**src/rtl/gppr_pkg.sv**
```systemverilog
// Shared types and constants for the gamepad pointer report mapper.
// No dependencies; used by every module of the block.
package gppr_pkg;

	// Table geometry
	localparam int TABLE_SLOTS      = 16;
	localparam int MAX_MAP_ENTRIES  = 16;
	localparam int SRC_W            = 5;
	localparam int DST_W            = 4;

	// Register indexes of the configuration channel
	localparam logic [2:0] REG_MAP_COUNT   = 3'd0;
	localparam logic [2:0] REG_SRC_LOW     = 3'd1;
	localparam logic [2:0] REG_SRC_HIGH    = 3'd2;
	localparam logic [2:0] REG_TARGETS     = 3'd3;
	localparam logic [2:0] REG_TOGGLE_BTN  = 3'd4;
	localparam logic [2:0] REG_VELOCITY    = 3'd5;

	// Pointer geometry
	localparam int AXIS_FULL_SCALE = 1140;
	localparam int PTR_CENTER_X    = 512;
	localparam int PTR_CENTER_Y    = 384;
	localparam int PTR_MAX         = 1023;

	// Reciprocal of full scale: ceil(2^30 / 1140). Exact floor division for
	// products below 2^20 because (R*1140 - 2^30) * 2^20 < 2^30.
	localparam int RECIP_SHIFT = 30;
	localparam longint RECIP   = ((64'd1 << RECIP_SHIFT) + AXIS_FULL_SCALE - 1) / AXIS_FULL_SCALE;
	localparam int VEL_R_W     = 28;

	localparam logic [4:0] RESET_MAP_COUNT = 5'd13;
	localparam logic [7:0] RESET_VELOCITY  = 8'd50;

	// Active configuration as seen by the datapath
	typedef struct packed {
		logic [4:0]                          map_count;
		logic [TABLE_SLOTS*SRC_W-1:0]        sources;   // entry i at 5i+4:5i
		logic [TABLE_SLOTS*DST_W-1:0]        targets;   // entry i at 4i+3:4i
		logic [4:0]                          toggle_btn;
		logic [VEL_R_W-1:0]                  vel_r;     // velocity * RECIP
	} cfg_t;

endpackage

```
**src/rtl/gppr_cfg_regs.sv**
```systemverilog
// Configuration register file of the pointer report mapper.
// Depends on gppr_pkg for register indexes, reset values and cfg_t.
module gppr_cfg_regs (
	input  logic               clk,
	input  logic               arst_n,
	input  logic               wr_en,
	input  logic [2:0]         wr_index,
	input  logic [63:0]        wr_data,
	output gppr_pkg::cfg_t     cfg
);

	localparam int SRC_HALF = gppr_pkg::TABLE_SLOTS * gppr_pkg::SRC_W / 2;

	logic [4:0]                    count_q;
	logic [SRC_HALF-1:0]           src_lo_q;
	logic [SRC_HALF-1:0]           src_hi_q;
	logic [63:0]                   targets_q;
	logic [4:0]                    toggle_q;
	logic [gppr_pkg::VEL_R_W-1:0]  vel_r_q;
	logic [gppr_pkg::VEL_R_W-1:0]  vel_r_next;
	logic [gppr_pkg::VEL_R_W-1:0]  vel_r_reset;

	// velocity is kept premultiplied by the reciprocal of full scale
	assign vel_r_next  = gppr_pkg::VEL_R_W'(wr_data[7:0] * gppr_pkg::VEL_R_W'(gppr_pkg::RECIP));
	assign vel_r_reset = gppr_pkg::VEL_R_W'(gppr_pkg::RESET_VELOCITY * gppr_pkg::RECIP);

	always_ff @(posedge clk or negedge arst_n) begin
		if (!arst_n) begin
			count_q   <= gppr_pkg::RESET_MAP_COUNT;
			src_lo_q  <= '0;
			src_hi_q  <= '0;
			targets_q <= '0;
			toggle_q  <= '0;
			vel_r_q   <= vel_r_reset;
		end else if (wr_en) begin
			case (wr_index)
				gppr_pkg::REG_MAP_COUNT:  count_q   <= wr_data[4:0];
				gppr_pkg::REG_SRC_LOW:    src_lo_q  <= wr_data[SRC_HALF-1:0];
				gppr_pkg::REG_SRC_HIGH:   src_hi_q  <= wr_data[SRC_HALF-1:0];
				gppr_pkg::REG_TARGETS:    targets_q <= wr_data;
				gppr_pkg::REG_TOGGLE_BTN: toggle_q  <= wr_data[4:0];
				gppr_pkg::REG_VELOCITY:   vel_r_q   <= vel_r_next;
				default: ;
			endcase
		end
	end

	assign cfg.map_count  = count_q;
	assign cfg.sources    = {src_hi_q, src_lo_q};
	assign cfg.targets    = targets_q;
	assign cfg.toggle_btn = toggle_q;
	assign cfg.vel_r      = vel_r_q;

endmodule

```
**src/rtl/gppr_btn_map.sv**
```systemverilog
// Button remap: ORs selected source buttons into the 16-bit core word.
// Depends on gppr_pkg for table geometry and cfg_t.
module gppr_btn_map #(
	parameter int MAX_MAP_ENTRIES = gppr_pkg::MAX_MAP_ENTRIES
) (
	input  logic [31:0]        buttons,
	input  gppr_pkg::cfg_t     cfg,
	output logic [15:0]        core
);

	// slots that exist in hardware
	localparam int SLOTS = (MAX_MAP_ENTRIES < gppr_pkg::TABLE_SLOTS) ?
		MAX_MAP_ENTRIES : gppr_pkg::TABLE_SLOTS;

	always_comb begin
		logic [gppr_pkg::SRC_W-1:0] src;
		logic [gppr_pkg::DST_W-1:0] dst;
		core = '0;
		for (int i = 0; i < SLOTS; i++) begin
			src = cfg.sources[i*gppr_pkg::SRC_W +: gppr_pkg::SRC_W];
			dst = cfg.targets[i*gppr_pkg::DST_W +: gppr_pkg::DST_W];
			// count above SLOTS saturates naturally
			if ((5'(i) < cfg.map_count) && buttons[src])
				core[dst] = 1'b1;
		end
	end

endmodule

```
**src/rtl/gppr_ptr_scale.sv**
```systemverilog
// Pointer scaling: center +/- stick*velocity/1140 (truncating), clamped 0..1023.
// Depends on gppr_pkg for pointer geometry and the reciprocal constant.
module gppr_ptr_scale (
	input  logic signed [11:0]             stick_x,
	input  logic signed [11:0]             stick_y,
	input  logic [gppr_pkg::VEL_R_W-1:0]   vel_r,
	output logic [9:0]                     ptr_x,
	output logic [9:0]                     ptr_y
);

	localparam int PROD_W = 12 + gppr_pkg::VEL_R_W;

	// |stick| * vel * R >> 30 == floor(|stick|*vel / 1140)
	function automatic logic [9:0] quot(input logic signed [11:0] s,
	                                    input logic [gppr_pkg::VEL_R_W-1:0] vr);
		logic [11:0]       mag;
		logic [PROD_W-1:0] prod;
		mag  = s[11] ? 12'(-s) : 12'(s);
		prod = PROD_W'(mag) * PROD_W'(vr);
		return prod[gppr_pkg::RECIP_SHIFT +: 10];
	endfunction

	function automatic logic [9:0] clamp(input logic signed [12:0] v);
		if (v < 0)
			return '0;
		else if (v > 13'(gppr_pkg::PTR_MAX))
			return 10'(gppr_pkg::PTR_MAX);
		else
			return v[9:0];
	endfunction

	logic [9:0]         qx;
	logic [9:0]         qy;
	logic signed [12:0] vx;
	logic signed [12:0] vy;

	assign qx = quot(stick_x, vel_r);
	assign qy = quot(stick_y, vel_r);

	// Y is inverted: up positive on the stick is smaller Y on screen
	assign vx = stick_x[11] ? 13'(gppr_pkg::PTR_CENTER_X) - 13'(qx)
	                        : 13'(gppr_pkg::PTR_CENTER_X) + 13'(qx);
	assign vy = stick_y[11] ? 13'(gppr_pkg::PTR_CENTER_Y) + 13'(qy)
	                        : 13'(gppr_pkg::PTR_CENTER_Y) - 13'(qy);

	assign ptr_x = clamp(vx);
	assign ptr_y = clamp(vy);

endmodule

```
**src/rtl/gamepad_pointer_report_mapper.sv**
```systemverilog
// Top level of the gamepad pointer report mapper: pipeline, toggle state, ports.
// Depends on gppr_pkg, gppr_cfg_regs, gppr_btn_map and gppr_ptr_scale.
//
// Usage:
//   Slave stream (s_*) takes one normalized gamepad sample per transaction.
//   Master stream (m_*) gives one report per sample, in order.
//   The configuration channel (cfg_*) writes one register per transaction;
//   cfg_ready is always high. Indexes above the register list are ignored.
//   Write configuration only while no sample is in flight.
// Pipeline and throughput:
//   Two register stages: an accepted sample is captured in the input register,
//   then moves to the result register, which drives m_*, when that register is
//   free. One sample per cycle is sustained while m_tready stays high; the
//   mapping, scaling and clamp are all single-pass logic between the two
//   registers, with one 12x28 multiplier per axis.
// Stall:
//   When m_tready is low the result register holds; the input register
//   still fills, and s_tready drops only when both stages are occupied.
// Reset:
//   arst_n clears both stages, the toggle edge detector and pointer mode
//   (pointer off). Registers return to count 13, all sources and targets 0,
//   toggle button 0, velocity 50.
// Pointer mode flips on the rising edge of the toggle button, judged
// sample to sample as samples leave the input stage.
module gamepad_pointer_report_mapper #(
	parameter int MAX_MAP_ENTRIES = gppr_pkg::MAX_MAP_ENTRIES
) (
	input  logic        clk,
	input  logic        arst_n,
	// slave stream
	input  logic        s_tvalid,
	output logic        s_tready,
	input  logic [55:0] s_tdata,   // pro_buttons[31:0], stick_x[43:32], stick_y[55:44]
	// master stream
	output logic        m_tvalid,
	input  logic        m_tready,
	output logic [39:0] m_tdata,   // btn_word[15:0], dot_x_low[23:16],
	                               // dot_y_low[31:24], dot_high_bits[39:32]
	output logic [0:0]  m_tuser,   // report_kind[0]
	// configuration
	input  logic        cfg_valid,
	output logic        cfg_ready,
	input  logic [2:0]  cfg_index,
	input  logic [63:0] cfg_data
);

	gppr_pkg::cfg_t cfg;

	// input stage
	logic               valid_s1;
	logic [31:0]        buttons_s1;
	logic signed [11:0] sx_s1;
	logic signed [11:0] sy_s1;

	// result stage
	logic               valid_s2;
	logic               kind_s2;
	logic [15:0]        core_s2;
	logic [7:0]         xlo_s2;
	logic [7:0]         ylo_s2;
	logic [7:0]         hi_s2;

	// pointer mode state
	logic               was_pressed_q;
	logic               active_q;

	logic               adv;
	logic               tog;
	logic               active_next;
	logic [15:0]        core;
	logic [9:0]         ptr_x;
	logic [9:0]         ptr_y;

	assign cfg_ready = 1'b1;

	gppr_cfg_regs u_cfg (
		.clk      (clk),
		.arst_n   (arst_n),
		.wr_en    (cfg_valid && cfg_ready),
		.wr_index (cfg_index),
		.wr_data  (cfg_data),
		.cfg      (cfg)
	);

	gppr_btn_map #(
		.MAX_MAP_ENTRIES (MAX_MAP_ENTRIES)
	) u_btn (
		.buttons (buttons_s1),
		.cfg     (cfg),
		.core    (core)
	);

	gppr_ptr_scale u_ptr (
		.stick_x (sx_s1),
		.stick_y (sy_s1),
		.vel_r   (cfg.vel_r),
		.ptr_x   (ptr_x),
		.ptr_y   (ptr_y)
	);

	// stage 1 moves forward whenever the result register is free or draining
	assign adv      = valid_s1 && (!valid_s2 || m_tready);
	assign s_tready = !valid_s1 || adv;

	assign tog         = buttons_s1[cfg.toggle_btn];
	assign active_next = active_q ^ (tog && !was_pressed_q);

	always_ff @(posedge clk or negedge arst_n) begin
		if (!arst_n) begin
			valid_s1 <= 1'b0;
		end else if (s_tready) begin
			valid_s1 <= s_tvalid;
		end
	end

	always_ff @(posedge clk) begin
		if (s_tvalid && s_tready) begin
			buttons_s1 <= s_tdata[31:0];
			sx_s1      <= s_tdata[43:32];
			sy_s1      <= s_tdata[55:44];
		end
	end

	always_ff @(posedge clk or negedge arst_n) begin
		if (!arst_n) begin
			valid_s2      <= 1'b0;
			was_pressed_q <= 1'b0;
			active_q      <= 1'b0;
		end else if (adv) begin
			valid_s2      <= 1'b1;
			was_pressed_q <= tog;
			active_q      <= active_next;
		end else if (m_tready) begin
			valid_s2      <= 1'b0;
		end
	end

	always_ff @(posedge clk) begin
		if (adv) begin
			kind_s2 <= active_next;
			core_s2 <= core;
			if (active_next) begin
				xlo_s2 <= ptr_x[7:0];
				ylo_s2 <= ptr_y[7:0];
				hi_s2  <= {ptr_x[9:8], ptr_y[9:8], 4'hF};
			end else begin
				xlo_s2 <= '0;
				ylo_s2 <= '0;
				hi_s2  <= '0;
			end
		end
	end

	assign m_tvalid = valid_s2;
	assign m_tdata  = {hi_s2, ylo_s2, xlo_s2, core_s2};
	assign m_tuser  = kind_s2;

`ifndef SYNTHESIS
	// buttons-only report carries an all-zero dot
	a_kind0_zero: assert property (@(posedge clk) disable iff (!arst_n)
		m_tvalid && !m_tuser[0] |-> m_tdata[39:16] == 24'd0)
		else $error("buttons-only report with nonzero dot fields");

	// dot report always carries the 0xF marker nibble
	a_kind1_nibble: assert property (@(posedge clk) disable iff (!arst_n)
		m_tvalid && m_tuser[0] |-> m_tdata[35:32] == 4'hF)
		else $error("dot report without marker nibble");

	// empty result stage never blocks the input
	a_no_false_stall: assert property (@(posedge clk) disable iff (!arst_n)
		!valid_s2 |-> s_tready)
		else $error("input stalled with empty result stage");

	// rising toggle edge flips pointer mode
	a_toggle_flip: assert property (@(posedge clk) disable iff (!arst_n)
		adv && tog && !was_pressed_q |=> active_q != $past(active_q))
		else $error("pointer mode did not flip on toggle edge");

	// pointer mode changes only when a sample passes stage 1
	a_mode_hold: assert property (@(posedge clk) disable iff (!arst_n)
		!adv |=> $stable(active_q))
		else $error("pointer mode changed without a sample");
`endif

endmodule

```
**config.mk**
```make
export PLATFORM = sky130hd
export DESIGN_NAME = gamepad_pointer_report_mapper
export DESIGN_NICKNAME = d
export VERILOG_FILES = /design/src/rtl/gppr_pkg.sv /design/src/rtl/gppr_cfg_regs.sv /design/src/rtl/gppr_btn_map.sv /design/src/rtl/gppr_ptr_scale.sv /design/src/rtl/gamepad_pointer_report_mapper.sv
export SDC_FILE = /design/constraint.sdc
export NUM_CORES = 2
export LEC_CHECK = 0
export BUFFER_PORTS_ARGS = -buffer_cell sky130_fd_sc_hd__buf_2
export CORE_UTILIZATION = 47
export DETAILED_ROUTE_END_ITERATION = 16
export PLACE_DENSITY_LB_ADDON = 0.1
export REMOVE_ABC_BUFFERS = 1
export SYNTH_ARGS = -nofsm -noshare
export SYNTH_HDL_FRONTEND = slang
export SYNTH_HIERARCHICAL = 1
export SYNTH_SLANG_ARGS = --single-unit
```
**constraint.sdc**
```tcl
create_clock -name clk -period 11.05 [get_ports clk]
set_clock_uncertainty 0.1 [all_clocks]
set_input_delay 1.6575 -clock clk [delete_from_list [all_inputs] [get_ports clk]]
set_output_delay 1.6575 -clock clk [all_outputs]
set_load 0.02 [all_outputs]
```
==> reports/results.ini <==
[synth]
synthTopCellsByCount=inv_1 (715), nand2_1 (649), fa_1 (569), mux2i_1 (230), and2_1 (217)
synth-async-reset-ratio_pct=66.7
syn_area_um2=42200
synth_edf_count=93
syn_inst=4500
synth.distinct_cells=102
synth-main-ff-cell=dfrtp_1
ys_warn_count=6
synth_top_cells_by_area=fa_1 (27%), dfrtp_1 (10%), edfxtp_1 (6.6%), ha_1 (6.4%), inv_1 (6.4%)
synth.ff_latch_count=279
yosysSeqAreaShare_pct=17.7
yosys.area.top_type=fa_1
synth_top_area_share_pct=27.0
synth.most_common_cell=inv_1
syn-mean-instance-area_um2=9.39

[sta]
layout_setup_ws_ns=1.53
rsz0062_at_grt=false
fin_crit_sh_pct=86.2
fmax_mhz=105
final-hold-violation-count=0
drv_slew=0
setup_viol=0
worst_pin_slew_ns=1.18
period_needed_ns=9.52
slew_headroom_pct=21.4
setup_tns_ns=0

[worst_setup_path]
crit_path_top_delay_cell=xor2_4
endpoint_kind=flip-flop
worstPathArrival_ns=9.83
crit_type=flip-flop to flip-flop
worstReg2RegEnd=xlo_s2[1]
worst-path-max-fanout=28
r2r_slack_ns=1.53
slowest_delay_ns=0.79
cpMostUsedCell=fa_1
critPathRequiredTime_ns=11.36
cp-start-kind=flip-flop
r2r-start=sx_s1[0]
rr_worst_depth=27

[clocking]
cts.clk_slew.worst_paths_ns=0.06
cts_sinks=279
cts_setup_buffers=0
cts_buffer_depth=3
clock-root-buffer=clkbuf_16
cts_tree=built
cts_inserted_buffers=36
htreeDepth=2
clk-insertion-delay-late_ns=0.58
hold_buffers=0
cts_resized=0

[worst_hold_path]
hp-start=active_q
worstHoldEndpoint=active_q
hold-path-cell-count=1
hold_class=flip-flop to flip-flop

[die]
die_area_um2=91100
core_area_um2=88600
io_pins=172
die_w_um=302
start_util_pct=47.6
placementRows=109
die_h_um=302

[layout]
multiInputGateArea_um2=31300
nets=5432
diodes=0
drive_above_1_share_pct=13.2
syn_to_final_growth_pct=7.42
post-route-util_pct=51.2
seq_area_um2=7470
num-fill-cells=8471

[placed_design]
portBuffers=170
preCtsSetupSlack_ns=1.72
gp_congestion=1.06
hpwl_um=100000

[detailed_routing]
first_pass_iters=8
routed_via_density=5.90
drt_iter0_drc=2809
drc=0
wl_um=134000
ant_nets=0
avgRoutedWirePerCell_um=23.5
via_count=33733

[global_routing]
grt_max_degree=117
gr-total-overflow=0
grt_pass1_wl_um=207000
grt_use_total_pct=29.9
grt_pass1_vias=34262
antenna_found_initial=2

[run]
drv_cap=0

[run_status]
status=completed

flip-flops by register name (all words and copies together), names as in the netlist, 12 cells and up:
signal and cells:
sy_s1 12, u_cfg/src_lo_q 40, u_cfg/src_hi_q 40, u_cfg/targets_q 64, buttons_s1 32, u_cfg/vel_r_q 28, sx_s1 12, core_s2 16
cells by family after synthesis:
kind of cell               share of synthesized area, %
AOI/OAI and AO/OA                                  8.20
xor gates and xnor gates                           1.32
adders and majority gates                          33.3
buffers and inverters                              8.81
DFF                                                17.7
muxes                                              13.7
other                                           0.00888
and+or+nand+nor                                    16.9
per-layer routing:
layer / vias to the layer above / global-route usage [%] / share of wire (%)
met2: 1358 / 46.8 / 45
met1: 17154 / 42.1 / 44
li1: 14932 / - / -
met5: - / 0 / 0
met4: 0 / 10.5 / 3.7
met3: 289 / 4.85 / 7.3
placed cells by master, fill, tap and decap left out, types with 15 or more instances in the layout:
cell type and instances:
nor3_1 68, nor4_1 38, o21a_1 16, dfstp_2 18
o32ai_1 23, nor2b_1 56, mux4_2 76, nand3_1 60
inv_1 714, buf_2 169, buf_4 52, and2_1 216
a21o_1 29, ha_1 215, mux2i_1 230, clkbuf_16 36
o22ai_1 31, o211ai_1 17, xnor2_1 29, nand4_1 60
nand2_1 649, edfxtp_1 93, fa_1 569, a31oi_1 18
a211oi_1 16, nand2b_1 76, o2111ai_1 18, o21ai_0 81
xor2_1 15, dfrtp_1 168, nor2_1 140, mux2_2 157
a21oi_1 86, or2_2 15, or3_1 17
area by class of cell:
type / instances / share of cell area (%)
multi-input combinational: 3265 / 69.1
tap: 1165 / 3.21
sequential: 279 / 16.5
inverter: 716 / 5.92
timing repair buffer: 222 / 2.75
clock buffer: 43 / 2.07
clock inverter: 23 / 0.496
through the flow:
step                      cell area, um^2  hold slack (ns)  cells
final                               45400            0.373   5713
after detailed placement            44200            0.366   5647
after floorplan                     41200            0.357   4260
after global routing                45400            0.406   5713
after CTS                           45400            0.374   5713
after global placement              44200            0.361   5647
critical path, delay by kind of cell, from the launching register on:
kind | cells | cell delay, ns
xor gates and xnor gates | 1 | 0.79
AOI/OAI and AO/OA | 6 | 2.03
adders and majority gates | 6 | 2.98
muxes | 2 | 0.33
DFF | 1 | 0.53
buffers and inverters | 3 | 0.46
and+or+nand+nor | 9 | 2.13
how the worst max path moves through the flow:
| stage | startpoint | endpoint | slack [ns] | cells past startpoint |
|---|---|---|---|---|
| after floorplan | sx_s1[11] | hi_s2[6] | 2.28 | 23 |
| after global placement | sx_s1[3] | xlo_s2[1] | 1.83 | 28 |
| after detailed placement | sx_s1[0] | hi_s2[6] | 1.72 | 27 |
| after CTS | sx_s1[0] | xlo_s2[1] | 1.67 | 27 |
| after global routing | sx_s1[3] | xlo_s2[3] | 0.96 | 28 |
| final | sx_s1[0] | xlo_s2[1] | 1.53 | 27 |
Power is left out: the tool's default activity adds up to more than one toggle a clock period on the data nets, which glitch-free logic cannot reach.
